### src/direct_conv2d_engine_top_assert.svh
// Assertion macros used by the convolution engine sequencer.
`ifndef DIRECT_CONV2D_ENGINE_TOP_ASSERT_SVH
`define DIRECT_CONV2D_ENGINE_TOP_ASSERT_SVH

// The consequent must hold in the same cycle as the antecedent.
`define DC2D_ASSERT_NOW(label, ante, cons, msg) \
	label: assert property (@(posedge clk) disable iff (!arst_n) (ante) |-> (cons)) \
		else $error(msg);

// The consequent must hold in the cycle after the antecedent.
`define DC2D_ASSERT_NEXT(label, ante, cons, msg) \
	label: assert property (@(posedge clk) disable iff (!arst_n) (ante) |=> (cons)) \
		else $error(msg);

`endif

### src/dc2d_pkg.sv
// Shared constants, types and codes of the direct 2D convolution engine.
`default_nettype none

package dc2d_pkg;

	localparam int MAX_IN_CHANNELS  = 16;
	localparam int MAX_OUT_CHANNELS = 16;
	localparam int MAX_IMAGE_SIDE   = 64;
	localparam int MAX_KERNEL       = 7;

	localparam int IMAGE_DEPTH  = MAX_IN_CHANNELS * MAX_IMAGE_SIDE * MAX_IMAGE_SIDE;
	localparam int WEIGHT_DEPTH = MAX_OUT_CHANNELS * MAX_IN_CHANNELS * MAX_KERNEL * MAX_KERNEL;
	localparam int IMG_AW       = $clog2(IMAGE_DEPTH);
	localparam int WGT_AW       = $clog2(WEIGHT_DEPTH);

	localparam int SAMPLE_W    = 16;
	localparam int RESULT_W    = 48;
	localparam int OP_W        = 2;
	localparam int CFG_DATA_W  = 7;
	localparam int CFG_INDEX_W = 3;

	localparam int IC_W     = 5;
	localparam int OC_W     = 5;
	localparam int SIDE_W   = 7;
	localparam int KERNEL_W = 3;
	localparam int STRIDE_W = 4;

	localparam int IC_CNT_W = (MAX_IN_CHANNELS > 1) ? $clog2(MAX_IN_CHANNELS) : 1;
	localparam int OC_CNT_W = (MAX_OUT_CHANNELS > 1) ? $clog2(MAX_OUT_CHANNELS) : 1;
	localparam int POS_W    = (MAX_IMAGE_SIDE > 1) ? $clog2(MAX_IMAGE_SIDE) : 1;
	localparam int POSSUM_W = SIDE_W + 1;
	localparam int ORIGIN_W = $clog2(MAX_IMAGE_SIDE * MAX_IMAGE_SIDE + 1);
	localparam int HW_W     = $clog2(MAX_IMAGE_SIDE * MAX_IMAGE_SIDE + 1);
	localparam int SW_W     = $clog2(((1 << STRIDE_W) - 1) * MAX_IMAGE_SIDE + 1);
	localparam int ICOC_W   = $clog2(MAX_IN_CHANNELS * MAX_OUT_CHANNELS + 1);
	localparam int KK_W     = $clog2(MAX_KERNEL * MAX_KERNEL + 1);
	localparam int WCOUNT_W = $clog2(WEIGHT_DEPTH + 1);
	localparam int ICOUNT_W = $clog2(IMAGE_DEPTH + 1);

	localparam int PRODUCT_W = 2 * SAMPLE_W;
	localparam int ACC_W     = PRODUCT_W + $clog2(MAX_IN_CHANNELS * MAX_KERNEL * MAX_KERNEL) + 1;

	typedef enum logic [OP_W-1:0] {
		OP_WEIGHT  = 2'd0,
		OP_IMAGE   = 2'd1,
		OP_REQUEST = 2'd2
	} op_t;

	typedef enum logic [CFG_INDEX_W-1:0] {
		CFG_IN_CH  = 3'd0,
		CFG_OUT_CH = 3'd1,
		CFG_HEIGHT = 3'd2,
		CFG_WIDTH  = 3'd3,
		CFG_KERNEL = 3'd4,
		CFG_STRIDE = 3'd5
	} cfg_index_t;

	typedef enum logic [1:0] {
		ST_IDLE,
		ST_RUN,
		ST_DRAIN,
		ST_FINISH
	} state_t;

	typedef struct packed {
		logic [IC_W-1:0]     ic;
		logic [OC_W-1:0]     oc;
		logic [SIDE_W-1:0]   h;
		logic [SIDE_W-1:0]   w;
		logic [KERNEL_W-1:0] k;
		logic [STRIDE_W-1:0] s;
		logic [HW_W-1:0]     hw;
		logic [SW_W-1:0]     sw;
		logic [WCOUNT_W-1:0] wcount;
		logic [ICOUNT_W-1:0] icount;
		logic                busy;
		logic                clear;
	} shape_t;

	typedef struct packed {
		logic start;
		logic issue;
	} mac_ctrl_t;

	typedef struct packed {
		logic [RESULT_W-1:0] value;
		logic                last;
		logic                err;
	} result_t;

endpackage

`default_nettype wire

### src/dc2d_mac.sv
// Shared multiply-accumulate unit with a registered product.
`default_nettype none

module dc2d_mac (
	input  logic                                 clk,
	input  logic                                 arst_n,
	input  dc2d_pkg::mac_ctrl_t                  ctrl,
	input  logic signed [dc2d_pkg::SAMPLE_W-1:0] img_rdata,
	input  logic signed [dc2d_pkg::SAMPLE_W-1:0] wgt_rdata,
	output logic signed [dc2d_pkg::ACC_W-1:0]    acc,
	output logic                                 busy
);

	logic                                  v_s1;
	logic                                  v_s2;
	logic signed [dc2d_pkg::PRODUCT_W-1:0] product_s2;
	logic signed [dc2d_pkg::ACC_W-1:0]     acc_q;

	always_ff @(posedge clk or negedge arst_n) begin
		if (!arst_n) begin
			v_s1 <= 1'b0;
			v_s2 <= 1'b0;
		end else begin
			v_s1 <= ctrl.issue;
			v_s2 <= v_s1;
		end
	end

	always_ff @(posedge clk) begin
		if (v_s1) begin
			product_s2 <= img_rdata * wgt_rdata;
		end
	end

	// The accumulator is wide enough for the largest sum, so it never saturates.
	always_ff @(posedge clk or negedge arst_n) begin
		if (!arst_n) begin
			acc_q <= '0;
		end else if (ctrl.start) begin
			acc_q <= '0;
		end else if (v_s2) begin
			acc_q <= acc_q + dc2d_pkg::ACC_W'(product_s2);
		end
	end

	assign acc  = acc_q;
	assign busy = v_s1 | v_s2;

endmodule

`default_nettype wire

### config.mk
export PLATFORM = sky130hd
export DESIGN_NAME = dc2d_mac
export DESIGN_NICKNAME = d
export VERILOG_FILES = /design/src/direct_conv2d_engine_top_assert.svh /design/src/dc2d_pkg.sv /design/src/dc2d_mac.sv
export SDC_FILE = /design/constraint.sdc
export NUM_CORES = 1
export LEC_CHECK = 0
export BUFFER_PORTS_ARGS = -buffer_cell sky130_fd_sc_hd__buf_4
export CAP_MARGIN = 0
export CORE_ASPECT_RATIO = 0.75
export CORE_MARGIN = 10
export CORE_UTILIZATION = 24
export DETAILED_ROUTE_END_ITERATION = 10
export SYNTH_ARGS = -nofsm -noshare
export SYNTH_HDL_FRONTEND = slang
export SYNTH_SLANG_ARGS = --single-unit
### constraint.sdc
create_clock -name clk -period 5 [get_ports clk]
set_clock_uncertainty 0.15 [all_clocks]
set_input_delay 0.5 -clock clk [delete_from_list [all_inputs] [get_ports clk]]
set_output_delay 0.5 -clock clk [all_outputs]
set_load 0.005 [all_outputs]
==> metrics.txt <==
status=finished with violations; failing checks=setup timing; Post-Route Setup TNS=-8.595 ns; top_reg_cell synth=dfrtp_1; crit-path max FO=7; clock-pin slew on the worst setup and hold paths=0.07 ns; syn avg cell area=9.490 um2; Rel. slew slack=46.29%; Core ar.=60220 um2; Yosys warnings=0; Congestion Overflow GR=0; final hold vios=0; final non-filler cell total=2549; syn_nets=1955; number of synthesized flops with an enable pin=32; die width=304.2 um; RSZ-0062 raised after global routing=yes; Detailed Place HPWL=32430 um; Tightest Hold Check Type=input pin to async pin; placed cell count=2513; num rows=78; DIE AREA=70930 um2; share of synthesized registers carrying an async set or reset=58.44%; H-tree depth=3; Seq cells post-synth=77; Hold-fix buffers, CTS=0; drc violations=0; Initial Utilization=24.14%; Final WS setup=-0.6979 ns; commonest non-fill, non-tap cell in the layout=inv_1; CP max stage cell=fa_2; vias post-DR=11250; CP arrival=5.64 ns; crit path cell chain=buf_12 -> nand2_4 -> inv_4 -> buf_6 -> fa_1 -> inv_2 -> fa_2 -> fa_2 -> inv_2 -> fa_2 -> fa_1 -> inv_1 -> fa_1 -> inv_2 -> ha_4 -> and3_4 -> nand2_4 -> a211oi_4 -> o2111ai_2 -> a31oi_2 -> a21oi_2 -> o21bai_1 -> xnor2_1; critical path type=input pin to flip-flop; share of cells above drive strength 1=24.36%; Initial DRT Pass Iterations=5; total track usage=10.98%; CP Depth=23; mapped cell area=14540 um2; CTS max path bufs=2; drt wl/cell=15.32 um; Synth cell types=61; layout net count=2167; Seq/Total Area, Yosys=14.35%; Reg2Reg Depth=12; Max Cap Viol=0; gp weighted congestion=0.8181; most frequent cells in the layout=260 x inv_1, 239 x fa_1, 194 x buf_4; fin crit share=114.0%; first-pass GRT wire length=63930 um; CTS buffer count=9; TritonCTS clock tree=yes; final WL=39060 um; post-route ant nets=0; CP Capture Type=flip-flop; largest net degree at the start of global routing=46; initial antenna violation count=0; slowest stage delay, CP=0.58 ns; Mapped Cells=1532; DR iter-0 viols=510; Setup violations, final=18; Worst EP required=4.94 ns; Final Critical Period=5.698 ns; Max Freq=175.5 MHz; io pins=80; IO Port Bufs=79; ANT cells=0; Worst-Skew Late Latency=0.34 ns; Top delay family on crit path=adder cells; Startpoint Class=input pin; vias in the first global route=12000; DIE HEIGHT=233.2 um; # fillers=6147; Area Overhead vs Synth=28.27%; Slew Limit Fails=0; CP Buf/Inv Count=7; root buffer selected by CTS=clkbuf_16; post-DR vias/cell=4.414; CTS Sinks=77; Tightest Pin Transition=0.7955 ns
==> sequential cells by signal (all words and copies together) (netlist names) <==
register,count
product_s2,32
acc,43
v_s1,1
v_s2,1
==> cell usage after synthesis (all sizes together), types with 5 or more instances <==
| library cell | n | area share, % |
|---|---|---|
| a211oi | 11 | 0.57 |
| a21o | 40 | 2.1 |
| a21oi | 57 | 2.0 |
| a22o | 5 | 0.30 |
| a31oi | 5 | 0.32 |
| and2 | 129 | 5.6 |
| buf | 6 | 0.18 |
| clkbuf | 45 | 1.2 |
| dfrtp | 45 | 7.7 |
| edfxtp | 32 | 6.6 |
| fa | 263 | 36 |
| ha | 124 | 11 |
| inv | 287 | 7.4 |
| mux2i | 25 | 1.7 |
| nand2 | 150 | 3.9 |
| nand2b | 8 | 0.34 |
| nand3 | 9 | 0.31 |
| nand4 | 9 | 0.39 |
| nor2 | 84 | 2.2 |
| nor2b | 5 | 0.22 |
| nor3 | 11 | 0.38 |
| nor4 | 5 | 0.22 |
| o21a | 5 | 0.26 |
| o21ai | 32 | 1.1 |
| o21bai | 10 | 0.52 |
| o31ai | 7 | 0.36 |
| or3 | 5 | 0.22 |
| xnor2 | 53 | 3.2 |
| xor2 | 21 | 1.3 |
==> worst reg2reg max path, cell delays in order, from the launching register on <==
cell       delay, ns
dfrtp_1         0.40
ha_1            0.25
fa_1            0.43
a211oi_1        0.26
o21ai_1         0.18
o2111ai_1       0.42
a211o_1         0.25
a31oi_4         0.11
a221o_1         0.37
a221o_2         0.41
a41o_1          0.27
o311ai_2        0.07
mux2_1          0.34
==> final cells by class <==
class | instances | area, um2 | share of cell area, %
clock buffer | 10 | 229.0 | 1.228
sequential | 77 | 2088 | 11.20
inverter | 287 | 1082 | 5.803
multi-input combinational | 1117 | 11840 | 63.50
timing repair buffer | 252 | 2312 | 12.40
clock inverter | 6 | 95.09 | 0.5099
tap | 800 | 1001 | 5.367
==> stage by stage <==
step | hold slack, ns | area, um2 | worst slack, ns | utilization [%]
3_3_place_gp | 0.3894 | 17480 | -1.132 | 29.03
4_1_cts | 0.04927 | 18280 | -0.6553 | 30.35
6_report | 0.03974 | 18650 | -0.6979 | 30.97
5_1_grt | 0.09431 | 18650 | -0.8179 | 30.97
3_5_place_dp | 0.4003 | 17480 | -1.186 | 29.03
2_1_floorplan | 0.05441 | 15050 | -0.8396 | -
==> routing by layer <==
layer  global-route usage (%)  wire length [um]  share of wire, %
met2                    18.93             19190                49
met3                    1.444              1417               3.6
met4                    2.106               578               1.5
met5                        0                 0                 0
met1                    14.62             17870                46
==> kinds of logic after synthesis <==
kind of cell / count (synthesis) / synth area share (%)
AND/OR/NAND/NOR: 427 / 14.29
adder cells (fa/ha/maj): 387 / 46.88
buffers and inverters: 338 / 8.752
AO/OA/AOI/OAI: 203 / 9.458
flip-flops: 77 / 14.35
XOR/XNOR: 74 / 4.458
multiplexers: 26 / 1.799
==> worst paths after layout <==
kind	from	slack, ns	to
worst max-delay path	img_rdata[15]	-0.70	product_s2[31]$_DFFE_PP_
worst min-delay path	arst_n	0.04	acc[37]$_DFFE_PN0P_
worst max register to register	acc[0]$_DFFE_PN0P_	0.98	acc[42]$_DFFE_PN0P_
worst min register to register	acc[17]$_DFFE_PN0P_	0.41	acc[17]$_DFFE_PN0P_
max in group asynchronous	arst_n	4.18	v_s2$_DFF_PN0_
min in group clk	ctrl[0]	0.12	v_s1$_DFF_PN0_
==> timing repair <==
item / in CTS / in global routing
endpoints found under the setup margin: 20 / 20
pin swaps: 53 / 59
hold endpoints to repair: 0 / 0
cloned: 1 / 2
buffers inserted: 11 / 9
resized for setup: 100 / 64
Power is not shown: default switching activity piles up to over one toggle a cycle in this logic, so the estimate is an artifact.
