==> src/direct_conv2d_engine_top_assert.svh <==
// Assertion macros used by the convolution engine sequencer.
`ifndef DIRECT_CONV2D_ENGINE_TOP_ASSERT_SVH
`define DIRECT_CONV2D_ENGINE_TOP_ASSERT_SVH

// The consequent must hold in the same cycle as the antecedent.
`define DC2D_ASSERT_NOW(label, ante, cons, msg) \
	label: assert property (@(posedge clk) disable iff (!arst_n) (ante) |-> (cons)) \
		else $error(msg);

// The consequent must hold in the cycle after the antecedent.
`define DC2D_ASSERT_NEXT(label, ante, cons, msg) \
	label: assert property (@(posedge clk) disable iff (!arst_n) (ante) |=> (cons)) \
		else $error(msg);

`endif

==> src/dc2d_pkg.sv <==
// Shared constants, types and codes of the direct 2D convolution engine.
`default_nettype none

package dc2d_pkg;

	localparam int MAX_IN_CHANNELS  = 16;
	localparam int MAX_OUT_CHANNELS = 16;
	localparam int MAX_IMAGE_SIDE   = 64;
	localparam int MAX_KERNEL       = 7;

	localparam int IMAGE_DEPTH  = MAX_IN_CHANNELS * MAX_IMAGE_SIDE * MAX_IMAGE_SIDE;
	localparam int WEIGHT_DEPTH = MAX_OUT_CHANNELS * MAX_IN_CHANNELS * MAX_KERNEL * MAX_KERNEL;
	localparam int IMG_AW       = $clog2(IMAGE_DEPTH);
	localparam int WGT_AW       = $clog2(WEIGHT_DEPTH);

	localparam int SAMPLE_W    = 16;
	localparam int RESULT_W    = 48;
	localparam int OP_W        = 2;
	localparam int CFG_DATA_W  = 7;
	localparam int CFG_INDEX_W = 3;

	localparam int IC_W     = 5;
	localparam int OC_W     = 5;
	localparam int SIDE_W   = 7;
	localparam int KERNEL_W = 3;
	localparam int STRIDE_W = 4;

	localparam int IC_CNT_W = (MAX_IN_CHANNELS > 1) ? $clog2(MAX_IN_CHANNELS) : 1;
	localparam int OC_CNT_W = (MAX_OUT_CHANNELS > 1) ? $clog2(MAX_OUT_CHANNELS) : 1;
	localparam int POS_W    = (MAX_IMAGE_SIDE > 1) ? $clog2(MAX_IMAGE_SIDE) : 1;
	localparam int POSSUM_W = SIDE_W + 1;
	localparam int ORIGIN_W = $clog2(MAX_IMAGE_SIDE * MAX_IMAGE_SIDE + 1);
	localparam int HW_W     = $clog2(MAX_IMAGE_SIDE * MAX_IMAGE_SIDE + 1);
	localparam int SW_W     = $clog2(((1 << STRIDE_W) - 1) * MAX_IMAGE_SIDE + 1);
	localparam int ICOC_W   = $clog2(MAX_IN_CHANNELS * MAX_OUT_CHANNELS + 1);
	localparam int KK_W     = $clog2(MAX_KERNEL * MAX_KERNEL + 1);
	localparam int WCOUNT_W = $clog2(WEIGHT_DEPTH + 1);
	localparam int ICOUNT_W = $clog2(IMAGE_DEPTH + 1);

	localparam int PRODUCT_W = 2 * SAMPLE_W;
	localparam int ACC_W     = PRODUCT_W + $clog2(MAX_IN_CHANNELS * MAX_KERNEL * MAX_KERNEL) + 1;

	typedef enum logic [OP_W-1:0] {
		OP_WEIGHT  = 2'd0,
		OP_IMAGE   = 2'd1,
		OP_REQUEST = 2'd2
	} op_t;

	typedef enum logic [CFG_INDEX_W-1:0] {
		CFG_IN_CH  = 3'd0,
		CFG_OUT_CH = 3'd1,
		CFG_HEIGHT = 3'd2,
		CFG_WIDTH  = 3'd3,
		CFG_KERNEL = 3'd4,
		CFG_STRIDE = 3'd5
	} cfg_index_t;

	typedef enum logic [1:0] {
		ST_IDLE,
		ST_RUN,
		ST_DRAIN,
		ST_FINISH
	} state_t;

	typedef struct packed {
		logic [IC_W-1:0]     ic;
		logic [OC_W-1:0]     oc;
		logic [SIDE_W-1:0]   h;
		logic [SIDE_W-1:0]   w;
		logic [KERNEL_W-1:0] k;
		logic [STRIDE_W-1:0] s;
		logic [HW_W-1:0]     hw;
		logic [SW_W-1:0]     sw;
		logic [WCOUNT_W-1:0] wcount;
		logic [ICOUNT_W-1:0] icount;
		logic                busy;
		logic                clear;
	} shape_t;

	typedef struct packed {
		logic start;
		logic issue;
	} mac_ctrl_t;

	typedef struct packed {
		logic [RESULT_W-1:0] value;
		logic                last;
		logic                err;
	} result_t;

endpackage

`default_nettype wire

==> src/dc2d_cfg.sv <==
// Configuration registers with clamping and the registered shape products.
`default_nettype none

module dc2d_cfg (
	input  logic                             clk,
	input  logic                             arst_n,
	input  logic                             cfg_we,
	input  logic [dc2d_pkg::CFG_INDEX_W-1:0] cfg_index,
	input  logic [dc2d_pkg::CFG_DATA_W-1:0]  cfg_data,
	output dc2d_pkg::shape_t                 shape
);

	logic [dc2d_pkg::IC_W-1:0]     in_ch_q;
	logic [dc2d_pkg::OC_W-1:0]     out_ch_q;
	logic [dc2d_pkg::SIDE_W-1:0]   height_q;
	logic [dc2d_pkg::SIDE_W-1:0]   width_q;
	logic [dc2d_pkg::KERNEL_W-1:0] kernel_q;
	logic [dc2d_pkg::STRIDE_W-1:0] stride_q;
	logic [1:0]                    settle_q;
	logic                          wr_hit;

	logic [dc2d_pkg::IC_W-1:0]     ic;
	logic [dc2d_pkg::OC_W-1:0]     oc;
	logic [dc2d_pkg::SIDE_W-1:0]   h;
	logic [dc2d_pkg::SIDE_W-1:0]   w;
	logic [dc2d_pkg::KERNEL_W-1:0] k;
	logic [dc2d_pkg::STRIDE_W-1:0] s;

	logic [2*dc2d_pkg::SIDE_W-1:0]                     hw_full;
	logic [dc2d_pkg::STRIDE_W+dc2d_pkg::SIDE_W-1:0]    sw_full;
	logic [dc2d_pkg::IC_W+dc2d_pkg::OC_W-1:0]          icoc_full;
	logic [2*dc2d_pkg::KERNEL_W-1:0]                   kk_full;
	logic [dc2d_pkg::ICOC_W+dc2d_pkg::KK_W-1:0]        wcount_full;
	logic [dc2d_pkg::IC_W+dc2d_pkg::HW_W-1:0]          icount_full;

	logic [dc2d_pkg::HW_W-1:0]     hw_s1;
	logic [dc2d_pkg::SW_W-1:0]     sw_s1;
	logic [dc2d_pkg::ICOC_W-1:0]   icoc_s1;
	logic [dc2d_pkg::KK_W-1:0]     kk_s1;
	logic [dc2d_pkg::WCOUNT_W-1:0] wcount_s2;
	logic [dc2d_pkg::ICOUNT_W-1:0] icount_s2;

	always_comb begin
		wr_hit = 1'b0;
		if (cfg_we) begin
			unique case (cfg_index)
				dc2d_pkg::CFG_IN_CH, dc2d_pkg::CFG_OUT_CH, dc2d_pkg::CFG_HEIGHT,
				dc2d_pkg::CFG_WIDTH, dc2d_pkg::CFG_KERNEL, dc2d_pkg::CFG_STRIDE: wr_hit = 1'b1;
				default: wr_hit = 1'b0;
			endcase
		end
	end

	always_ff @(posedge clk or negedge arst_n) begin
		if (!arst_n) begin
			in_ch_q  <= dc2d_pkg::IC_W'(1);
			out_ch_q <= dc2d_pkg::OC_W'(1);
			height_q <= dc2d_pkg::SIDE_W'(8);
			width_q  <= dc2d_pkg::SIDE_W'(8);
			kernel_q <= dc2d_pkg::KERNEL_W'(3);
			stride_q <= dc2d_pkg::STRIDE_W'(1);
			settle_q <= 2'd2;
		end else begin
			if (cfg_we) begin
				unique case (cfg_index)
					dc2d_pkg::CFG_IN_CH:  in_ch_q  <= cfg_data[dc2d_pkg::IC_W-1:0];
					dc2d_pkg::CFG_OUT_CH: out_ch_q <= cfg_data[dc2d_pkg::OC_W-1:0];
					dc2d_pkg::CFG_HEIGHT: height_q <= cfg_data[dc2d_pkg::SIDE_W-1:0];
					dc2d_pkg::CFG_WIDTH:  width_q  <= cfg_data[dc2d_pkg::SIDE_W-1:0];
					dc2d_pkg::CFG_KERNEL: kernel_q <= cfg_data[dc2d_pkg::KERNEL_W-1:0];
					dc2d_pkg::CFG_STRIDE: stride_q <= cfg_data[dc2d_pkg::STRIDE_W-1:0];
					default: ;
				endcase
			end
			if (wr_hit) begin
				settle_q <= 2'd2;
			end else if (settle_q != 2'd0) begin
				settle_q <= settle_q - 2'd1;
			end
		end
	end

	always_comb begin
		priority if (in_ch_q == '0) ic = dc2d_pkg::IC_W'(1);
		else if (in_ch_q > dc2d_pkg::IC_W'(dc2d_pkg::MAX_IN_CHANNELS))
			ic = dc2d_pkg::IC_W'(dc2d_pkg::MAX_IN_CHANNELS);
		else ic = in_ch_q;

		priority if (out_ch_q == '0) oc = dc2d_pkg::OC_W'(1);
		else if (out_ch_q > dc2d_pkg::OC_W'(dc2d_pkg::MAX_OUT_CHANNELS))
			oc = dc2d_pkg::OC_W'(dc2d_pkg::MAX_OUT_CHANNELS);
		else oc = out_ch_q;

		priority if (height_q == '0) h = dc2d_pkg::SIDE_W'(1);
		else if (height_q > dc2d_pkg::SIDE_W'(dc2d_pkg::MAX_IMAGE_SIDE))
			h = dc2d_pkg::SIDE_W'(dc2d_pkg::MAX_IMAGE_SIDE);
		else h = height_q;

		priority if (width_q == '0) w = dc2d_pkg::SIDE_W'(1);
		else if (width_q > dc2d_pkg::SIDE_W'(dc2d_pkg::MAX_IMAGE_SIDE))
			w = dc2d_pkg::SIDE_W'(dc2d_pkg::MAX_IMAGE_SIDE);
		else w = width_q;

		priority if (kernel_q == '0) k = dc2d_pkg::KERNEL_W'(1);
		else if (kernel_q > dc2d_pkg::KERNEL_W'(dc2d_pkg::MAX_KERNEL))
			k = dc2d_pkg::KERNEL_W'(dc2d_pkg::MAX_KERNEL);
		else k = kernel_q;

		s = (stride_q == '0) ? dc2d_pkg::STRIDE_W'(1) : stride_q;
	end

	assign hw_full     = h * w;
	assign sw_full     = s * w;
	assign icoc_full   = ic * oc;
	assign kk_full     = k * k;
	assign wcount_full = icoc_s1 * kk_s1;
	assign icount_full = ic * hw_s1;

	always_ff @(posedge clk) begin
		hw_s1     <= hw_full[dc2d_pkg::HW_W-1:0];
		sw_s1     <= sw_full[dc2d_pkg::SW_W-1:0];
		icoc_s1   <= icoc_full[dc2d_pkg::ICOC_W-1:0];
		kk_s1     <= kk_full[dc2d_pkg::KK_W-1:0];
		wcount_s2 <= wcount_full[dc2d_pkg::WCOUNT_W-1:0];
		icount_s2 <= icount_full[dc2d_pkg::ICOUNT_W-1:0];
	end

	always_comb begin
		shape.ic     = ic;
		shape.oc     = oc;
		shape.h      = h;
		shape.w      = w;
		shape.k      = k;
		shape.s      = s;
		shape.hw     = hw_s1;
		shape.sw     = sw_s1;
		shape.wcount = wcount_s2;
		shape.icount = icount_s2;
		shape.busy   = (settle_q != 2'd0);
		shape.clear  = wr_hit;
	end

endmodule

`default_nettype wire

==> config.mk <==
export PLATFORM = sky130hd
export DESIGN_NAME = dc2d_cfg
export DESIGN_NICKNAME = d
export VERILOG_FILES = /design/src/direct_conv2d_engine_top_assert.svh /design/src/dc2d_pkg.sv /design/src/dc2d_cfg.sv
export SDC_FILE = /design/constraint.sdc
export NUM_CORES = 1
export LEC_CHECK = 0
export BUFFER_PORTS_ARGS = -buffer_cell sky130_fd_sc_hd__buf_2
export CORE_UTILIZATION = 61
export DETAILED_ROUTE_END_ITERATION = 8
export PLACE_DENSITY = 0.92
export SLEW_MARGIN = 20
export SYNTH_ARGS = -nofsm -noshare
export SYNTH_HDL_FRONTEND = slang
export SYNTH_SLANG_ARGS = --single-unit
export TNS_END_PERCENT = 10
==> constraint.sdc <==
create_clock -name clk -period 5.2 [get_ports clk]
set_input_delay 0.52 -clock clk [delete_from_list [all_inputs] [get_ports clk]]
set_output_delay 0.52 -clock clk [all_outputs]
set_load 0.01 [all_outputs]
==> results of run 1 <==
## power groups by stage
stage / clock network [uW] / registers (uW) / logic, uW
after floorplan: 0 / 1300 / 2020
after global placement: 0 / 1300 / 2610
after detailed placement: 0 / 1310 / 2760
after CTS: 659 / 1290 / 2790
after global routing: 695 / 1330 / 3160
final: 654 / 1300 / 2780
## synth_stat cells (8+ instances only)
cell type / instances / area [sq um]
xnor2_1: 35 / 307
and2_1: 90 / 563
nor3_1: 11 / 55.1
nand2_1: 101 / 379
fa_1: 93 / 1860
o21ai_0: 17 / 85.1
dfstp_2: 8 / 210
o21bai_1: 13 / 97.6
dfrtp_1: 25 / 626
xor2_1: 16 / 140
nand2b_1: 18 / 113
mux2_2: 32 / 360
ha_1: 115 / 1440
nor2_1: 57 / 214
dfxtp_1: 68 / 1360
inv_1: 144 / 541
clkbuf_1: 29 / 109
a21oi_1: 26 / 130
## worst min path at each step
stage	end	slack, ns	cells past startpoint	startpoint
6_report	width_q[6]$_DFFE_PN0P_	0.21	1	arst_n
5_1_grt	height_q[6]$_DFFE_PN0P_	0.27	1	arst_n
4_1_cts	width_q[6]$_DFFE_PN0P_	0.23	1	arst_n
3_5_place_dp	width_q[0]$_DFFE_PN0P_	0.51	1	width_q[0]$_DFFE_PN0P_
3_3_place_gp	width_q[0]$_DFFE_PN0P_	0.50	1	width_q[0]$_DFFE_PN0P_
2_1_floorplan	height_q[0]$_DFFE_PN0P_	0.22	0	arst_n
## state kept, by name (all words and copies together), names as in the netlist
register   cells
kk_s1          5
stride_q       4
out_ch_q       5
wcount_s2     14
height_q       7
in_ch_q        5
icount_s2     17
settle_q       2
icoc_s1        9
sw_s1         10
kernel_q       3
hw_s1         13
width_q        7
## through the flow
stage | total power [uW] | instances
after floorplan | 3320 | 988
after global placement | 3910 | 1242
after detailed placement | 4070 | 1242
after CTS | 4740 | 1258
after global routing | 5180 | 1258
final | 4730 | 1258
## worst reg2reg max path: stages, from the launching register on
cell and delay, ns:
dfrtp_1 0.40, or4_1 0.55, nor2_1 0.14, o21bai_2 0.13, inv_1 0.10, nand2_1 0.07, fa_1 0.48, fa_1 0.55
inv_1 0.05, fa_1 0.52, inv_1 0.05, fa_1 0.53, inv_1 0.04, ha_1 0.35, nand3_1 0.10, o22a_1 0.24
a21oi_2 0.18, a31oi_1 0.11, xnor2_1 0.14
## metal layers
| metal | vias up | GRT usage, % | wire length [microns] |
|---|---|---|---|
| met5 | - | 0 | 0 |
| met4 | 0 | 11.0 | 556 |
| met3 | 48 | 4.58 | 855 |
| met2 | 206 | 48.0 | 9980 |
| met1 | 3404 | 29.2 | 7510 |
| li1 | 3315 | - | - |
## what timing repair did
| item | 4_1_cts | 5_1_grt |
|---|---|---|
| resized for setup | 0 | 3 |
| hold buffers | 0 | 0 |
| endpoints found under the setup margin | 0 | 3 |
| buffers inserted | 0 | 0 |
## cells by family after synthesis
logic type      after synthesis  synth area share (%)
compound gates               94                  6.71
xor+xnor                     52                  5.06
fa+ha+maj                   208                  35.6
buf+inv                     179                  7.42
flops                       101                  23.7
mux                          33                  3.99
other cells                   1                0.0404
simple gates                320                  17.5
## area by class of cell
type | count | area, sq um
Multi-Input combinational cell | 708 | 6400
Sequential cell | 101 | 2200
Inverter | 145 | 544
Clock buffer | 10 | 229
Tap cell | 184 | 230
Timing Repair Buffer | 104 | 533
Clock inverter | 6 | 51.3
Fill cell | 1103 | 4510
==> impl_metrics.ini, run 1 <==
[cts]
clock-root-buffer = clkbuf_16
cts.clk_slew.worst_paths_ns = 0.08
clockBufferDepth = 2
cts_tree = yes
clkSinkCount = 101
clk_latency_ns = 0.36
h-tree-depth = 3
cts_made_buffers = 9

[power]
comb_power_share_pct = 58.7
sw_frac_of_total_pct = 45.3
p_leak_uw = 0.00548
p_int_uw = 2590
p_switching_uw = 2140
peakVddDrop_uv = 242
p_per_area_mw_per_mm2 = 464
pwr-share-clk_pct = 13.8
p_seq_share_pct = 27.4

[worst_setup_path]
crit_path_top_delay_cell = or4_1
critPathTopFamily = adder cells
startpoint = height_q[1]$_DFFE_PN0P_
critPathMaxFanout = 7
r2r_end = hw_s1[12]$_DFF_P_
crit_required_ns = 5.45
rrSetupSlack_ns = 0.36
critPathCapture = hw_s1[12]$_DFF_P_
worst-path-buf-inv = 4
max_stage_delay_ns = 0.55
cp_data_arrival_time_ns = 5.09
cp_num_cells = 18
path_class = flip-flop to flip-flop
cp_cell_sequence = or4_1 -> nor2_1 -> o21bai_2 -> inv_1 -> nand2_1 -> fa_1 -> fa_1 -> inv_1 -> fa_1 -> inv_1 -> fa_1 -> inv_1 -> ha_1 -> nand3_1 -> o22a_1 -> a21oi_2 -> a31oi_1 -> xnor2_1
r2r_start = height_q[1]$_DFFE_PN0P_
rr_worst_depth = 18
worstSetupStartpointType = flip-flop
endpoint_kind = flip-flop

[final_layout]
layout.nets = 1290
syn_to_final_growth_pct = 9.78
fin_area_sq_mm = 0.0102
layout_common_cells = inv_1 (144), ha_1 (115), nand2_1 (101), buf_2 (99), fa_1 (93)
antenna_cells = 0
final_util_pct = 69.3
drive_above_1_share_pct = 16.1
final_common_cell = inv_1

[sta]
hold_viol = 0
whs_ns = 0.206
tightest_slew_ns = 0.734
fin_crit_sh_pct = 93.1
final_max_slew_viol_count = 0
setup_violations = 0
setup_tns_ns = 0
setup_slack_ns = 0.359
period_minus_slack_ns = 4.84
slew_headroom_pct = 51.1
max_clock_freq_mhz = 207
skew_ns = 0.0129
rsz0062_at_grt = no

[die]
core_sq_mm = 0.0147
start_util_pct = 63.1
fp.dieW_microns = 125
die_h_microns = 125
row_count = 44
die_area_sq_mm = 0.0157
boundaryPins = 100

[synthesis]
syn_avg_cell_area_sq_um = 9.39
syn_inst = 988
yosysUniqueCellTypes = 63
synthFlopType = dfxtp_1
yosysSeqAreaShare_pct = 23.7
syn-num-nets = 1209
syn_area_sq_mm = 0.00928
synth_seq_cells = 101
yosys_warnings = 0
synth_edf_count = 0
async_reset_ff_share_pct = 32.7

[route]
drt_iter0_markers = 380
via_per_inst = 5.54
drc = 4
ant_nets = 0
wl_per_cell_microns = 15.0
routed_wl_mm = 18.9
routed-via-count = 6973
drtPass1Iterations = 9

[placement]
place_hpwl_mm = 15.3
gp_congestion = 0.973
numPortBuffers = 99
post-place-ws_ns = 0.210
place_area_sq_mm = 0.00990

[grt]
grt_max_degree = 34
gr-usage-all-layers_pct = 25.9
grt_pass1_wl_mm = 32.7
antenna_found_initial = 0
grt_pass1_vias = 7278
grt_overflow = 0

[status]
status = finished with violations
violations = design-rule violations

[worst_hold_path]
hold_path_class = input port to asynchronous set/reset pin

[job]
cap_viol_max_count = 0
No activity file was read; power rests on OpenSTA's default activity.
==> run 2, diff against run 1 <==
Settings changed: CORE_MARGIN set to 4.
==> run 2 against run 1 <==
  * The flow now finishes without violations
  * Non-clock buffer count fell by 1
  * Setup slack got worse by 0.080 ns
  * Largest power group unchanged
  * Cell count barely moved
==> impl_metrics.ini, run 2 (synthesized netlist as in run 1, its figures left out) <==
[status]
status = completed

[die]
row_count = 44
fp.dieW_microns = 131
die_h_microns = 131
start_util_pct = 63.1
boundaryPins = 100
die_area_sq_mm = 0.0173
core_sq_mm = 0.0147

[sta]
whs_ns = 0.208
setup_violations = 0
skew_ns = 0.0110
period_minus_slack_ns = 4.92
max_clock_freq_mhz = 203
final_max_slew_viol_count = 0
slew_headroom_pct = 52.5
setup_tns_ns = 0
rsz0062_at_grt = no
setup_slack_ns = 0.280
tightest_slew_ns = 0.712
hold_viol = 0
fin_crit_sh_pct = 94.6

[placement]
post-place-ws_ns = 0.224
gp_congestion = 0.912
numPortBuffers = 99
place_hpwl_mm = 14.8
dp.cells = 1241

[final_layout]
area.sequential_sq_mm = 0.00220
drive_above_1_share_pct = 16.1
fillers = 1091
multi_input_area_sq_mm = 0.00640
top_register = icount_s2
finalNonFillerCells = 1257
largest_register_ffs = 17
layout_common_cells = inv_1 (144), ha_1 (115), nand2_1 (101), buf_2 (99), fa_1 (93)
final_common_cell = inv_1
antenna_cells = 0
reg_top3 = icount_s2: 17 flops, wcount_s2: 14 flops, hw_s1: 13 flops
syn_to_final_growth_pct = 9.91
layout.nets = 1289

[grt]
gr-max-usage-layer = met2
antenna_found_initial = 0
gr-usage-all-layers_pct = 22.3
grt_overflow = 0
grt_max_degree = 34
grt_pass1_wl_mm = 32.3
grt_pass1_vias = 7068
gr-usage-met1_pct = 27.1
met3_usage_pct = 4.13
grtUsageMet2_pct = 38.4

[worst_setup_path]
worstSetupStartpointType = flip-flop
crit_path_top_delay_cell = fa_1
cp_cell_sequence = or4_1 -> nor2_1 -> o21bai_2 -> inv_1 -> nand2_1 -> fa_1 -> fa_1 -> inv_1 -> fa_1 -> inv_1 -> fa_1 -> inv_1 -> ha_1 -> nand3_1 -> o22a_1 -> a21oi_2 -> a31oi_1 -> xnor2_1
crit_required_ns = 5.45
worst-path-buf-inv = 4
path_class = flip-flop to flip-flop
r2r_end = hw_s1[12]$_DFF_P_
rr_worst_depth = 18
critPathTopFamily = adder cells
max_stage_delay_ns = 0.55
critPathMaxFanout = 7
endpoint_kind = flip-flop
rrSetupSlack_ns = 0.28
cp_data_arrival_time_ns = 5.17
r2r_start = height_q[1]$_DFFE_PN0P_

[power]
peakVddDrop_uv = 253
total_power_uw = 4710
p_per_area_mw_per_mm2 = 462
p_leak_uw = 0.00549

[route]
ant_nets = 0
drtPass1Iterations = 4
via_per_inst = 5.43
routed-via-count = 6830
drc = 0
drt_iter0_markers = 414
routed_wl_mm = 18.1
wl_per_cell_microns = 14.4

[cts]
cts_made_buffers = 9
clock-root-buffer = clkbuf_16
clockBufferDepth = 2
h-tree-depth = 3
cts.clk_slew.worst_paths_ns = 0.08
holdBufCountCts = 0
cts_setup_buffers = 0
clk_latency_ns = 0.36
clkSinkCount = 101
cts_tree = yes

[worst_hold_path]
hold_path_class = input port to asynchronous set/reset pin

[job]
cap_viol_max_count = 0
[run 2: layout make-up]
| cell class | count | area share, % |
|---|---|---|
| Tap cell | 184 | 2.26 |
| Timing Repair Buffer | 103 | 5.15 |
| Inverter | 145 | 5.34 |
| Sequential cell | 101 | 21.5 |
| Multi-Input combinational cell | 708 | 62.8 |
| Clock buffer | 10 | 2.34 |
| Clock inverter | 6 | 0.601 |
[run 2: power by group]
group          total (uW)  internal (uW)  switching (uW)
Sequential           1300           1070             223
Combinational        2740           1170            1570
Clock                 676            351             325
[run 2: per-layer routing]
layer  vias to the layer above  part of all wire (%)
met5                         -                     0
met4                         0                   4.0
met3                        59                   4.5
met2                       193                    50
met1                      3273                    41
li1                       3305                     -
[run 2: worst max-delay path by stage]
stage	slack [ns]	depth (start not counted)	startpoint	endpoint
finish	0.28	18	height_q[1]$_DFFE_PN0P_	hw_s1[12]$_DFF_P_
global placement	0.40	18	height_q[1]$_DFFE_PN0P_	hw_s1[12]$_DFF_P_
CTS	0.21	18	height_q[1]$_DFFE_PN0P_	hw_s1[12]$_DFF_P_
global route	0.03	18	height_q[1]$_DFFE_PN0P_	hw_s1[12]$_DFF_P_
detailed placement	0.22	18	height_q[1]$_DFFE_PN0P_	hw_s1[12]$_DFF_P_
floorplan	0.50	18	height_q[1]$_DFFE_PN0P_	hw_s1[12]$_DFF_P_
[run 2: through the flow]
stage                     util, %  cell area, sq um
after CTS                    69.3             10200
final                        69.4             10200
after floorplan                 -              9280
after detailed placement     67.3              9890
after global routing         69.4             10200
after global placement       67.3              9890
[run 2: timing repair]
action / 4_1_cts / 5_1_grt
endpoints found under the hold margin: 0 / 0
setup endpoints to repair: 0 / 1
gates resized for setup: 0 / 2
