$ cat config.mk
export PLATFORM = sky130hd
export DESIGN_NAME = dc2d_seq
export DESIGN_NICKNAME = d
export VERILOG_FILES = /design/src/dc2d_pkg.sv /design/src/dc2d_seq.sv
export VERILOG_INCLUDE_DIRS = /design/src /design/src/src
export SDC_FILE = /design/constraint.sdc
export NUM_CORES = 1
export LEC_CHECK = 0
export BUFFER_PORTS_ARGS = -buffer_cell sky130_fd_sc_hd__buf_2
export CAP_MARGIN = 20
export CORE_MARGIN = 4
export CORE_UTILIZATION = 40
export DETAILED_ROUTE_END_ITERATION = 8
export PLACE_DENSITY = 0.62
export SLEW_MARGIN = 0
export SYNTH_ARGS = -nofsm -noshare
export SYNTH_HDL_FRONTEND = slang
export SYNTH_SLANG_ARGS = --single-unit
export TNS_END_PERCENT = 5
$ cat constraint.sdc
create_clock -name clk -period 6.02 [get_ports clk]
set_input_delay 0.301 -clock clk [delete_from_list [all_inputs] [get_ports clk]]
set_output_delay 0.301 -clock clk [all_outputs]
set_load 0.03 [all_outputs]
$ cat src/direct_conv2d_engine_top_assert.svh
// Assertion macros used by the convolution engine sequencer.
`ifndef DIRECT_CONV2D_ENGINE_TOP_ASSERT_SVH
`define DIRECT_CONV2D_ENGINE_TOP_ASSERT_SVH

// The consequent must hold in the same cycle as the antecedent.
`define DC2D_ASSERT_NOW(label, ante, cons, msg) \
	label: assert property (@(posedge clk) disable iff (!arst_n) (ante) |-> (cons)) \
		else $error(msg);

// The consequent must hold in the cycle after the antecedent.
`define DC2D_ASSERT_NEXT(label, ante, cons, msg) \
	label: assert property (@(posedge clk) disable iff (!arst_n) (ante) |=> (cons)) \
		else $error(msg);

`endif

$ cat src/dc2d_pkg.sv
// Shared constants, types and codes of the direct 2D convolution engine.
`default_nettype none

package dc2d_pkg;

	localparam int MAX_IN_CHANNELS  = 16;
	localparam int MAX_OUT_CHANNELS = 16;
	localparam int MAX_IMAGE_SIDE   = 64;
	localparam int MAX_KERNEL       = 7;

	localparam int IMAGE_DEPTH  = MAX_IN_CHANNELS * MAX_IMAGE_SIDE * MAX_IMAGE_SIDE;
	localparam int WEIGHT_DEPTH = MAX_OUT_CHANNELS * MAX_IN_CHANNELS * MAX_KERNEL * MAX_KERNEL;
	localparam int IMG_AW       = $clog2(IMAGE_DEPTH);
	localparam int WGT_AW       = $clog2(WEIGHT_DEPTH);

	localparam int SAMPLE_W    = 16;
	localparam int RESULT_W    = 48;
	localparam int OP_W        = 2;
	localparam int CFG_DATA_W  = 7;
	localparam int CFG_INDEX_W = 3;

	localparam int IC_W     = 5;
	localparam int OC_W     = 5;
	localparam int SIDE_W   = 7;
	localparam int KERNEL_W = 3;
	localparam int STRIDE_W = 4;

	localparam int IC_CNT_W = (MAX_IN_CHANNELS > 1) ? $clog2(MAX_IN_CHANNELS) : 1;
	localparam int OC_CNT_W = (MAX_OUT_CHANNELS > 1) ? $clog2(MAX_OUT_CHANNELS) : 1;
	localparam int POS_W    = (MAX_IMAGE_SIDE > 1) ? $clog2(MAX_IMAGE_SIDE) : 1;
	localparam int POSSUM_W = SIDE_W + 1;
	localparam int ORIGIN_W = $clog2(MAX_IMAGE_SIDE * MAX_IMAGE_SIDE + 1);
	localparam int HW_W     = $clog2(MAX_IMAGE_SIDE * MAX_IMAGE_SIDE + 1);
	localparam int SW_W     = $clog2(((1 << STRIDE_W) - 1) * MAX_IMAGE_SIDE + 1);
	localparam int ICOC_W   = $clog2(MAX_IN_CHANNELS * MAX_OUT_CHANNELS + 1);
	localparam int KK_W     = $clog2(MAX_KERNEL * MAX_KERNEL + 1);
	localparam int WCOUNT_W = $clog2(WEIGHT_DEPTH + 1);
	localparam int ICOUNT_W = $clog2(IMAGE_DEPTH + 1);

	localparam int PRODUCT_W = 2 * SAMPLE_W;
	localparam int ACC_W     = PRODUCT_W + $clog2(MAX_IN_CHANNELS * MAX_KERNEL * MAX_KERNEL) + 1;

	typedef enum logic [OP_W-1:0] {
		OP_WEIGHT  = 2'd0,
		OP_IMAGE   = 2'd1,
		OP_REQUEST = 2'd2
	} op_t;

	typedef enum logic [CFG_INDEX_W-1:0] {
		CFG_IN_CH  = 3'd0,
		CFG_OUT_CH = 3'd1,
		CFG_HEIGHT = 3'd2,
		CFG_WIDTH  = 3'd3,
		CFG_KERNEL = 3'd4,
		CFG_STRIDE = 3'd5
	} cfg_index_t;

	typedef enum logic [1:0] {
		ST_IDLE,
		ST_RUN,
		ST_DRAIN,
		ST_FINISH
	} state_t;

	typedef struct packed {
		logic [IC_W-1:0]     ic;
		logic [OC_W-1:0]     oc;
		logic [SIDE_W-1:0]   h;
		logic [SIDE_W-1:0]   w;
		logic [KERNEL_W-1:0] k;
		logic [STRIDE_W-1:0] s;
		logic [HW_W-1:0]     hw;
		logic [SW_W-1:0]     sw;
		logic [WCOUNT_W-1:0] wcount;
		logic [ICOUNT_W-1:0] icount;
		logic                busy;
		logic                clear;
	} shape_t;

	typedef struct packed {
		logic start;
		logic issue;
	} mac_ctrl_t;

	typedef struct packed {
		logic [RESULT_W-1:0] value;
		logic                last;
		logic                err;
	} result_t;

endpackage

`default_nettype wire

$ cat src/dc2d_seq.sv
// Sequencer: load pointers, window walk, output position counters.
`default_nettype none

`include "direct_conv2d_engine_top_assert.svh"

module dc2d_seq (
	input  logic                              clk,
	input  logic                              arst_n,
	input  dc2d_pkg::shape_t                  shape,
	input  logic                              in_valid,
	input  logic [dc2d_pkg::OP_W-1:0]         in_op,
	output logic                              in_ready,
	output logic                              img_we,
	output logic [dc2d_pkg::IMG_AW-1:0]       img_waddr,
	output logic                              wgt_we,
	output logic [dc2d_pkg::WGT_AW-1:0]       wgt_waddr,
	output logic                              rd_en,
	output logic [dc2d_pkg::IMG_AW-1:0]       img_raddr,
	output logic [dc2d_pkg::WGT_AW-1:0]       wgt_raddr,
	output dc2d_pkg::mac_ctrl_t               mac_ctrl,
	input  logic                              mac_busy,
	input  logic signed [dc2d_pkg::ACC_W-1:0] mac_acc,
	input  logic                              out_free,
	output logic                              res_valid,
	output dc2d_pkg::result_t                 res
);

	dc2d_pkg::state_t state_q;
	dc2d_pkg::state_t state_d;

	logic [dc2d_pkg::WGT_AW-1:0]   wload_q;
	logic [dc2d_pkg::IMG_AW-1:0]   iload_q;
	logic [dc2d_pkg::OC_CNT_W-1:0] m_q;
	logic [dc2d_pkg::POS_W-1:0]    rpos_q;
	logic [dc2d_pkg::POS_W-1:0]    cpos_q;
	logic [dc2d_pkg::ORIGIN_W-1:0] row_origin_q;
	logic [dc2d_pkg::ORIGIN_W-1:0] origin_q;
	logic [dc2d_pkg::WGT_AW-1:0]   wbase_q;

	logic [dc2d_pkg::IC_CNT_W-1:0] c_q;
	logic [dc2d_pkg::KERNEL_W-1:0] p_q;
	logic [dc2d_pkg::KERNEL_W-1:0] q_q;
	logic [dc2d_pkg::IMG_AW-1:0]   chan_addr_q;
	logic [dc2d_pkg::IMG_AW-1:0]   row_addr_q;
	logic [dc2d_pkg::WGT_AW-1:0]   waddr_q;
	logic                          err_q;

	logic                          accept;
	logic                          start;
	logic                          shape_err;
	logic                          c_last;
	logic                          p_last;
	logic                          q_last;
	logic                          m_last;
	logic [dc2d_pkg::OC_W-1:0]     m_ext;
	logic [dc2d_pkg::POSSUM_W-1:0] col_sum;
	logic [dc2d_pkg::POSSUM_W-1:0] row_sum;
	logic                          col_fit;
	logic                          row_fit;
	logic [dc2d_pkg::IMG_AW:0]     iload_inc;
	logic [dc2d_pkg::WGT_AW:0]     wload_inc;
	logic [dc2d_pkg::IMG_AW-1:0]   iload_next;
	logic [dc2d_pkg::WGT_AW-1:0]   wload_next;
	logic [dc2d_pkg::ORIGIN_W-1:0] next_row_origin;

	assign accept    = in_valid && in_ready;
	assign start     = accept && (in_op == dc2d_pkg::OP_REQUEST);
	assign shape_err = (dc2d_pkg::SIDE_W'(shape.k) > shape.h) ||
		(dc2d_pkg::SIDE_W'(shape.k) > shape.w);

	assign c_last = (dc2d_pkg::IC_W'(c_q) == shape.ic - dc2d_pkg::IC_W'(1));
	assign p_last = (p_q == shape.k - dc2d_pkg::KERNEL_W'(1));
	assign q_last = (q_q == shape.k - dc2d_pkg::KERNEL_W'(1));
	assign m_ext  = dc2d_pkg::OC_W'(m_q);
	assign m_last = (m_ext == shape.oc - dc2d_pkg::OC_W'(1));

	assign col_sum = dc2d_pkg::POSSUM_W'(cpos_q) + dc2d_pkg::POSSUM_W'(shape.s) +
		dc2d_pkg::POSSUM_W'(shape.k);
	assign row_sum = dc2d_pkg::POSSUM_W'(rpos_q) + dc2d_pkg::POSSUM_W'(shape.s) +
		dc2d_pkg::POSSUM_W'(shape.k);
	assign col_fit = (col_sum <= dc2d_pkg::POSSUM_W'(shape.w));
	assign row_fit = (row_sum <= dc2d_pkg::POSSUM_W'(shape.h));
	assign next_row_origin = row_origin_q + dc2d_pkg::ORIGIN_W'(shape.sw);

	assign iload_inc  = {1'b0, iload_q} + 1'b1;
	assign wload_inc  = {1'b0, wload_q} + 1'b1;
	assign iload_next = (dc2d_pkg::ICOUNT_W'(iload_inc) >= shape.icount) ? '0 :
		iload_inc[dc2d_pkg::IMG_AW-1:0];
	assign wload_next = (dc2d_pkg::WCOUNT_W'(wload_inc) >= shape.wcount) ? '0 :
		wload_inc[dc2d_pkg::WGT_AW-1:0];

	always_comb begin
		state_d = state_q;
		unique case (state_q)
			dc2d_pkg::ST_IDLE: begin
				if (start) begin
					state_d = shape_err ? dc2d_pkg::ST_FINISH : dc2d_pkg::ST_RUN;
				end
			end
			dc2d_pkg::ST_RUN: begin
				if (q_last && p_last && c_last) begin
					state_d = dc2d_pkg::ST_DRAIN;
				end
			end
			dc2d_pkg::ST_DRAIN: begin
				if (!mac_busy) begin
					state_d = dc2d_pkg::ST_FINISH;
				end
			end
			dc2d_pkg::ST_FINISH: begin
				if (out_free) begin
					state_d = dc2d_pkg::ST_IDLE;
				end
			end
			default: state_d = dc2d_pkg::ST_IDLE;
		endcase
	end

	always_comb begin
		in_ready       = (state_q == dc2d_pkg::ST_IDLE) && !shape.busy;
		img_we         = accept && (in_op == dc2d_pkg::OP_IMAGE);
		wgt_we         = accept && (in_op == dc2d_pkg::OP_WEIGHT);
		img_waddr      = iload_q;
		wgt_waddr      = wload_q;
		rd_en          = (state_q == dc2d_pkg::ST_RUN);
		img_raddr      = row_addr_q + dc2d_pkg::IMG_AW'(q_q);
		wgt_raddr      = waddr_q;
		mac_ctrl.start = start;
		mac_ctrl.issue = rd_en;
		res_valid      = (state_q == dc2d_pkg::ST_FINISH) && out_free;
		res.value      = err_q ? '0 : dc2d_pkg::RESULT_W'(mac_acc);
		res.last       = err_q || (m_last && !row_fit && !col_fit);
		res.err        = err_q;
	end

	always_ff @(posedge clk or negedge arst_n) begin
		if (!arst_n) begin
			state_q      <= dc2d_pkg::ST_IDLE;
			wload_q      <= '0;
			iload_q      <= '0;
			m_q          <= '0;
			rpos_q       <= '0;
			cpos_q       <= '0;
			row_origin_q <= '0;
			origin_q     <= '0;
			wbase_q      <= '0;
			c_q          <= '0;
			p_q          <= '0;
			q_q          <= '0;
			chan_addr_q  <= '0;
			row_addr_q   <= '0;
			waddr_q      <= '0;
			err_q        <= 1'b0;
		end else begin
			state_q <= state_d;
			if (shape.clear) begin
				wload_q      <= '0;
				iload_q      <= '0;
				m_q          <= '0;
				rpos_q       <= '0;
				cpos_q       <= '0;
				row_origin_q <= '0;
				origin_q     <= '0;
				wbase_q      <= '0;
			end else begin
				if (img_we) begin
					iload_q <= iload_next;
				end
				if (wgt_we) begin
					wload_q <= wload_next;
				end
				if (start) begin
					err_q       <= shape_err;
					c_q         <= '0;
					p_q         <= '0;
					q_q         <= '0;
					chan_addr_q <= dc2d_pkg::IMG_AW'(origin_q);
					row_addr_q  <= dc2d_pkg::IMG_AW'(origin_q);
					waddr_q     <= wbase_q;
				end
				if (state_q == dc2d_pkg::ST_RUN) begin
					waddr_q <= waddr_q + 1'b1;
					if (!q_last) begin
						q_q <= q_q + 1'b1;
					end else begin
						q_q <= '0;
						if (!p_last) begin
							p_q        <= p_q + 1'b1;
							row_addr_q <= row_addr_q + dc2d_pkg::IMG_AW'(shape.w);
						end else begin
							p_q         <= '0;
							c_q         <= c_q + 1'b1;
							chan_addr_q <= chan_addr_q + dc2d_pkg::IMG_AW'(shape.hw);
							row_addr_q  <= chan_addr_q + dc2d_pkg::IMG_AW'(shape.hw);
						end
					end
				end
				if (res_valid) begin
					if (err_q) begin
						m_q          <= '0;
						rpos_q       <= '0;
						cpos_q       <= '0;
						row_origin_q <= '0;
						origin_q     <= '0;
						wbase_q      <= '0;
					end else if (col_fit) begin
						cpos_q   <= cpos_q + dc2d_pkg::POS_W'(shape.s);
						origin_q <= origin_q + dc2d_pkg::ORIGIN_W'(shape.s);
					end else begin
						cpos_q <= '0;
						if (row_fit) begin
							rpos_q       <= rpos_q + dc2d_pkg::POS_W'(shape.s);
							row_origin_q <= next_row_origin;
							origin_q     <= next_row_origin;
						end else begin
							rpos_q       <= '0;
							row_origin_q <= '0;
							origin_q     <= '0;
							if (m_last) begin
								m_q     <= '0;
								wbase_q <= '0;
							end else begin
								m_q     <= m_q + 1'b1;
								wbase_q <= waddr_q;
							end
						end
					end
				end
			end
		end
	end

	`DC2D_ASSERT_NOW(a_finish_drained, (state_q == dc2d_pkg::ST_FINISH) && !err_q, !mac_busy, "result taken before the accumulator drained")
	`DC2D_ASSERT_NEXT(a_request_runs, start && !shape_err, state_q == dc2d_pkg::ST_RUN, "valid request did not start the walk")
	`DC2D_ASSERT_NOW(a_image_ptr_range, (state_q == dc2d_pkg::ST_IDLE) && !shape.busy, dc2d_pkg::ICOUNT_W'(iload_inc) <= shape.icount, "image load pointer beyond image size")
	`DC2D_ASSERT_NOW(a_out_channel_range, state_q == dc2d_pkg::ST_IDLE, m_ext < shape.oc, "output channel counter out of range")

endmodule

`default_nettype wire
==> results.md, run 1 <==
* Internal at 3.08 mW
* WL per Instance at 17.3 um
* Sequential area share after synthesis at 30.8%
* VDD IR-drop max at 184 uV
* Count leader, synth: nand2_1
* Site row count at 62
* Worst-Skew Late Latency at 420 ps
* Most frequent cells after synthesis: nand2_1 (149), dfrtp_1 (145), ha_1 (119)
* Placed insts at 1991
* Final nets at 1898
* CP dominant cell by count: inv_1
* WHS at -45.7 ps
* Setup TNS at 0 ps
* RSZ-0062 raised after global routing: false
* Post-synth EDFFs at 0
* GR Overflow Total at 0
* Main synth FF type: dfrtp_1
* IO buf count at 253
* Post-route ant nets at 0
* Leading post-synthesis cells by cell area: dfrtp_1 (31%), ha_1 (13%), xnor2_1 (5.0%)
* DR vias/cell at 5.45
* Die area at 32300 um^2
* Final Skew at 9.12 ps
* # setup viols final at 0
* Cells after Synth at 1399
* Vias in the first global route at 10.8k
* Post-CTS sizing at 0
* Die H at 180 um
* IO Count at 254
* Slew Limit Fails at 0
* Min Tclk post-route at 4530 ps
* H-tree levels at 4
* CP Class: flop to flop
* Largest area contributor in the netlist: dfrtp_1
* Worst EP required at 6330 ps
* Post-synth net total at 1670
* P_leak at 7.22 nW
* Switching power at 2.82 mW
* Fin cells at 2024
* Gpl congestion at 0.881
* Initial antenna violation count at 4
* CTS root buffer: clkbuf_16
* TritonCTS Buffers at 17
* Clock transition at the registers of the reported paths at 60 ps
* Largest net degree at the start of global routing at 97
* GR Util met2 at 36.0%
* Max clock buf depth at 2
* CTS tree: yes
* Status: finished, violations left
* Hold Crit Class: input port to async pin
* CP max-delay cell: a21o_1
* Max-cap violation count at 0
* Post-synth top area share at 30.8%
* GRT Util Overall at 21.3%
* Violated checks: hold timing
* Ant. Diodes at 0
* Avg Inst Size Synth at 8.43 um^2
* M1 GR Usage at 27.9%
* Max_slew headroom at 33.6%
* Clock network power share at 17.2%
* # clock sinks at 145
* Critical path capture point type: flop
* Post-synth ARST share at 100%
* Final period util at 75.3%
* Pwr dens at 424 nW/um^2
* WL final at 35100 um
* Arrival @ worst endpoint at 4840 ps
* Starting Density at 40.9%
* Synth unique cells at 69
* Worst Setup Start Kind: flop
* Die width at 180 um
* Most used routing layer: met2
* Synth warnings at 0
* Crit path buf inv count at 4
* Sw Ratio at 47.8%
* Comb power frac at 54.9%
* Detail Placement HPWL at 27400 um
* Iteration-0 DRC Markers at 712
* # Post-CTS Setup Buffers at 0
* Worst-margin pin slew at 996 ps
* Met3 usage at 4.83%
* FMAX at 0.221 GHz
* CP delay by family, top: compound AO/OA/AOI/OAI gates
* Via count at 11.0k
* Final Hold Viols at 10
* Proportion of layout cells with a drive suffix above 1 at 19.5%
* Sequential power share at 28.0%
* Crit path max fanout at 22
* Syn-to-layout area delta at 18.0%
* Core Footprint at 28900 um^2
* Max incr delay on CP at 640 ps
* TritonRoute pass-1 iters at 5
* Post-route DRC at 0
* First-pass GRT wire length at 57200 um
* CP cell instances: inv_1 > fa_1 > inv_1 > ha_1 > inv_1 > fa_1 > inv_1 > a21o_1 > a21oi_1 > xnor2_1 > ha_1 > a21o_1 > a21oi_1 > o21a_1 > a21o_1 > or2_1 > nor2_1 > a211o_1
* Mapped cell area at 11800 um^2
* Count of state elements after synthesis at 145
* Post-CTS Hold Buffers at 0
kinds of logic after synthesis:
kind of cell / after synthesis / share of synthesized area, %
AND/OR/NAND/NOR: 469 / 19.3
AO/OA/AOI/OAI: 389 / 21.3
buffers and inverters: 158 / 5.56
flip-flops: 145 / 30.8
adder cells (fa/ha/maj): 134 / 15.2
XOR/XNOR: 95 / 7.06
multiplexers: 9 / 0.785
path summary, 6_finish.rpt:
kind	start	endpoint	slack (ps)	cells past startpoint
worst min register to register	wbase_q[9]$_DFFE_PN0P_	wbase_q[9]$_DFFE_PN0P_	470	2
min in group clk	shape[33]	row_origin_q[0]$_DFFE_PN0P_	280	3
max in group asynchronous	arst_n	origin_q[0]$_DFFE_PN0P_	4780	2
worst min-delay path	arst_n	wgt_waddr[13]$_DFFE_PN0P_	-50	1
worst max register to register	cpos_q[1]$_DFFE_PN0P_	origin_q[8]$_DFFE_PN0P_	1490	18
worst max-delay path	cpos_q[1]$_DFFE_PN0P_	origin_q[8]$_DFFE_PN0P_	1490	18
metal layers:
layer  up-vias  wire length (um)
met4         8               667
li1       5411                 -
met1      5170             15500
met3        48              2430
met5         -                39
met2       389             16400
flip-flops by register name (all words and copies together) (netlist names), 3 cells and up:
register and count:
origin_q 13, chan_addr_q 16, wbase_q 14, q_q 3
row_origin_q 13, c_q 4, p_q 3, cpos_q 6
img_waddr 16, row_addr_q 16, rpos_q 6, wgt_waddr 14
m_q 4, wgt_raddr 14
cell type report:
class / instances / area (um^2)
clock inverter: 13 / 114
timing repair buffer: 263 / 1360
fill: 2852 / 14900
sequential: 145 / 3630
clock buffer: 19 / 443
tap: 384 / 480
inverter: 104 / 390
multi-input combinational: 1096 / 7510
layout by cell type (no fill, tap or decap), drive strengths merged, types with 13 or more instances in the layout:
cell type	instances
a21o	33
xnor2	67
inv	104
o21ai	105
and3	27
nor2	80
o22ai	22
nor3	13
fa	15
nand4	16
xor2	28
ha	119
o21a	15
a21oi	96
nand3	75
dfrtp	145
a22o	19
clkbuf	19
buf	263
or2	14
nor2b	61
nand2	149
metrics by stage:
stage          util, %  instance area, um^2  worst slack [ps]  power (mW)  hold slack, ps
2_1_floorplan        -                11800              2270        3.98            5.41
3_3_place_gp      46.2                13300              1290        4.82             445
3_5_place_dp      46.3                13400              1320        4.87             453
4_1_cts           48.2                13900              1500        5.91            21.1
5_1_grt           48.2                13900              1210        6.37            42.6
6_report          48.2                13900              1490        5.90           -45.7
power groups by stage:
stage / sequential [mW] / combinational, mW / clock, mW
global route: 1.70 / 3.59 / 1.08
finish: 1.65 / 3.24 / 1.01
floorplan: 1.60 / 2.37 / 0
detailed placement: 1.66 / 3.22 / 0
CTS: 1.64 / 3.24 / 1.04
global placement: 1.66 / 3.16 / 0
Power figures use the tool's default switching activity.
==> run 2: changes to the inputs <==
--- a/config.mk
+++ b/config.mk
@@ -6,12 +6,13 @@
 export SDC_FILE = /design/constraint.sdc
 export NUM_CORES = 1
 export LEC_CHECK = 0
+export ABC_AREA = 1
 export BUFFER_PORTS_ARGS = -buffer_cell sky130_fd_sc_hd__buf_2
 export CAP_MARGIN = 20
 export CORE_MARGIN = 4
 export CORE_UTILIZATION = 40
 export DETAILED_ROUTE_END_ITERATION = 8
-export PLACE_DENSITY = 0.62
+export PLACE_DENSITY = 0.61
 export SLEW_MARGIN = 0
 export SYNTH_ARGS = -nofsm -noshare
 export SYNTH_HDL_FRONTEND = slang
==> constraint.sdc (replaced) <==
create_clock -name clk -period 4.5 [get_ports clk]
set_input_delay 0.225 -clock clk [delete_from_list [all_inputs] [get_ports clk]]
set_output_delay 0.225 -clock clk [all_outputs]
set_load 0.03 [all_outputs]
==> run 2 against run 1 <==
  * Global-route usage is 0.86 points higher
  * Combinational power is 7.1% higher
  * Routed wire length is 18% higher
  * The run now ends clean
  * Worst hold slack better by 150 ps
  * Register-to-register slack worse by 770 ps
  * Non-clock buffer count is 3 lower
  * Critical path type is now flop to primary output
  * Setup slack worse by 940 ps
  * Largest power group unchanged
==> results.md, run 2 <==
* Status: finished clean (was finished, violations left)
* IO Count at 254 (unchanged)
* VDD IR-drop max at 281 uV (was 184 uV)
* GR Overflow Total at 0 (unchanged)
* FF+latch area at 3630 um^2 (unchanged)
* Post-route DRC at 0 (unchanged)
* Largest area contributor in the netlist: dfrtp_1 (unchanged)
* Hold Crit Class: input port to flop (was input port to async pin)
* WL per Instance at 15.2 um (was 17.3 um)
* Detail Placement HPWL at 32400 um (was 27400 um)
* Post-CTS Hold Buffers at 1 (was 0)
* Cells after Synth at 2046 (was 1399)
* GRT Util Overall at 22.2% (was 21.3%)
* Crit path max fanout at 14 (was 22)
* Gpl congestion at 0.914 (was 0.881)
* TritonRoute pass-1 iters at 6 (was 5)
* WL final at 41400 um (was 35100 um)
* Final nets at 2538 (was 1898)
* Critical path capture point type: primary output (was flop)
* H-tree levels at 4 (unchanged)
* CP Class: flop to primary output (was flop to flop)
* Fin area at 15700 um^2 (was 13900 um^2)
* Count of state elements after synthesis at 145 (unchanged)
* Vias in the first global route at 13.0k (was 10.8k)
* CTS root buffer: clkbuf_16 (unchanged)
* CTS tree: yes (unchanged)
* Slew Limit Fails at 0 (unchanged)
* Post-route ant nets at 0 (unchanged)
* # setup viols final at 0 (unchanged)
* Fill count at 3494 (was 2852)
* # Post-CTS Setup Buffers at 0 (unchanged)
* Mapped cell area at 13600 um^2 (was 11800 um^2)
* Avg Inst Size Synth at 6.67 um^2 (was 8.43 um^2)
* Worst-Skew Late Latency at 430 ps (was 420 ps)
* Placed inst area at 15200 um^2 (was 13400 um^2)
* Die H at 193 um (was 180 um)
* Footprint of the multi-input gates at 8350 um^2 (was 7510 um^2)
* Final Skew at 13.9 ps (was 9.12 ps)
* Worst Setup Start Kind: flop (unchanged)
* Largest net degree at the start of global routing at 77 (was 97)
* Most frequent cells in the layout: nand2_1 (599), inv_1 (334), buf_2 (252) (was buf_2 (252), nand2_1 (149), dfrtp_1 (145))
* Proportion of layout cells with a drive suffix above 1 at 15.4% (was 19.5%)
* Worst EP required at 4280 ps (was 6330 ps)
* Core Footprint at 33600 um^2 (was 28900 um^2)
* DR vias/cell at 4.98 (was 5.45)
* Arrival @ worst endpoint at 3730 ps (was 4840 ps)
* Max clock buf depth at 2 (unchanged)
* RSZ-0062 raised after global routing: false (unchanged)
* Post-synth ARST share at 100% (unchanged)
* Fin cells at 2732 (was 2024)
* Pwr dens at 430 nW/um^2 (was 424 nW/um^2)
* Die area at 37100 um^2 (was 32300 um^2)
* Placed insts at 2695 (was 1991)
* Max_slew headroom at 30.9% (was 33.6%)
* Leading post-synthesis cells by cell area: dfrtp_1 (27%), nand2_1 (16%), ha_1 (11%) (was dfrtp_1 (31%), ha_1 (13%), xnor2_1 (5.0%))
* Commonest non-fill, non-tap cell in the layout: nand2_1 (was buf_2)
* Iteration-0 DRC Markers at 812 (was 712)
* Initial antenna violation count at 4 (unchanged)
* Post-CTS sizing at 0 (unchanged)
* Max-cap violation count at 0 (unchanged)
* Post-synth top area share at 26.6% (was 30.8%)
* Setup TNS at 0 ps (unchanged)
* Starting Density at 40.6% (was 40.9%)
* # clock sinks at 145 (unchanged)
* Main synth FF type: dfrtp_1 (unchanged)
* Sequential area share after synthesis at 26.6% (was 30.8%)
* Via count at 13.6k (was 11.0k)
* FMAX at 0.253 GHz
* First-pass GRT wire length at 66600 um (was 57200 um)
* Site row count at 67 (was 62)
* Final Hold Viols at 0 (was 10)
* Post-synth net total at 2317 (was 1670)
* Count leader, synth: nand2_1 (unchanged)
* Most frequent cells after synthesis: nand2_1 (599), inv_1 (334), nor2_1 (172) (was nand2_1 (149), dfrtp_1 (145), ha_1 (119))
* P_leak at 8.99 nW (was 7.22 nW)
* IO buf count at 253 (unchanged)
* Min Tclk post-route at 3960 ps
* Syn-to-layout area delta at 15.4% (was 18.0%)
* Final Util at 46.8% (was 48.2%)
* Worst-margin pin slew at 1030 ps (was 996 ps)
* Final period util at 87.9%
* Synth unique cells at 52 (was 69)
* Die width at 193 um (was 180 um)
* Clock transition at the registers of the reported paths at 70 ps (was 60 ps)
* Synth warnings at 0 (unchanged)
* TritonCTS Buffers at 17 (unchanged)
* Post-synth EDFFs at 0 (unchanged)
run 2: cell types whose count changed after synthesis, moves of 27 or more:
cell / delta
nand2_1: +450
inv_1: +231
nand3_1: +92
nor2_1: +92
nor2b_1: -61
xnor2_1: -54
a21o_1: -31
nand4_1: +28
and3_1: -27
xor2_1: +27
run 2: kinds of logic (layout without fill, tap and decap cells):
family | Yosys count | after routing | synth area share, %
simple gates | 1068 | 1068 | 34.3
other cells | 0 | 4 | 0
buf+inv | 402 | 636 | 12.2
flops | 145 | 145 | 26.6
compound gates | 229 | 229 | 9.48
xor+xnor | 68 | 68 | 4.37
fa+ha+maj | 134 | 134 | 13.1
run 2: area by class of cell:
| cell class | instances | share of cell area, % |
|---|---|---|
| Multi-Input combinational cell | 1499 | 53.0 |
| Sequential cell | 145 | 23.0 |
| Timing Repair Buffer | 260 | 8.51 |
| Inverter | 344 | 8.21 |
| Tap cell | 448 | 3.56 |
| Clock buffer | 20 | 2.77 |
| Clock inverter | 12 | 0.794 |
| Antenna cell | 4 | 0.0636 |
run 2: report_power, final:
part           internal [mW]  switching [mW]
clock network          0.775           0.633
registers               1.57           0.328
logic                   1.12            2.35
total                   3.47            3.31
run 2: worst max-delay path, cell delays in order, from the launching register on:
cell and delay, ps:
dfrtp_1 410, inv_1 100, fa_1 410, inv_1 70, ha_1 150, inv_1 50
fa_1 400, o221ai_1 230, xor2_1 100, ha_1 300, nand2_1 50, nor2_1 120
nand2_1 80, nand2_2 100, nand2_4 140, o31ai_1 340, buf_2 260
run 2: layer usage:
layer | share of wire [%] | vias up | GRT usage (%)
li1 | - | 6943 | -
met1 | 45 | 6233 | 30.0
met2 | 47 | 372 | 36.0
met3 | 5.6 | 49 | 4.12
met4 | 2.5 | 0 | 7.10
met5 | 0 | - | 0
run 2: final timing paths:
kind                       slack [ps]  depth (start not counted)                         end                   start
max in group asynchronous        3250                          3   wgt_waddr[11]$_DFFE_PN0P_                  arst_n
setup / recovery                  540                         16                      res[1]   cpos_q[1]$_DFFE_PN0P_
setup reg to reg                  720                         16     origin_q[5]$_DFFE_PN0P_   rpos_q[1]$_DFFE_PN0P_
hold reg to reg                   480                          2      wbase_q[2]$_DFFE_PN0P_  wbase_q[2]$_DFFE_PN0P_
min in group asynchronous         370                          2  row_addr_q[13]$_DFFE_PN0N_                  arst_n
hold / removal                    110                          4      state_q[0]$_DFFE_PN0P_                mac_busy
run 2: stage by stage:
stage	power [mW]	setup slack [ps]	hold slack [ps]
6_report	6.78	544	106
5_1_grt	7.34	293	137
4_1_cts	6.83	486	86.0
3_5_place_dp	5.38	616	294
3_3_place_gp	5.34	743	311
2_1_floorplan	4.45	807	-70.6
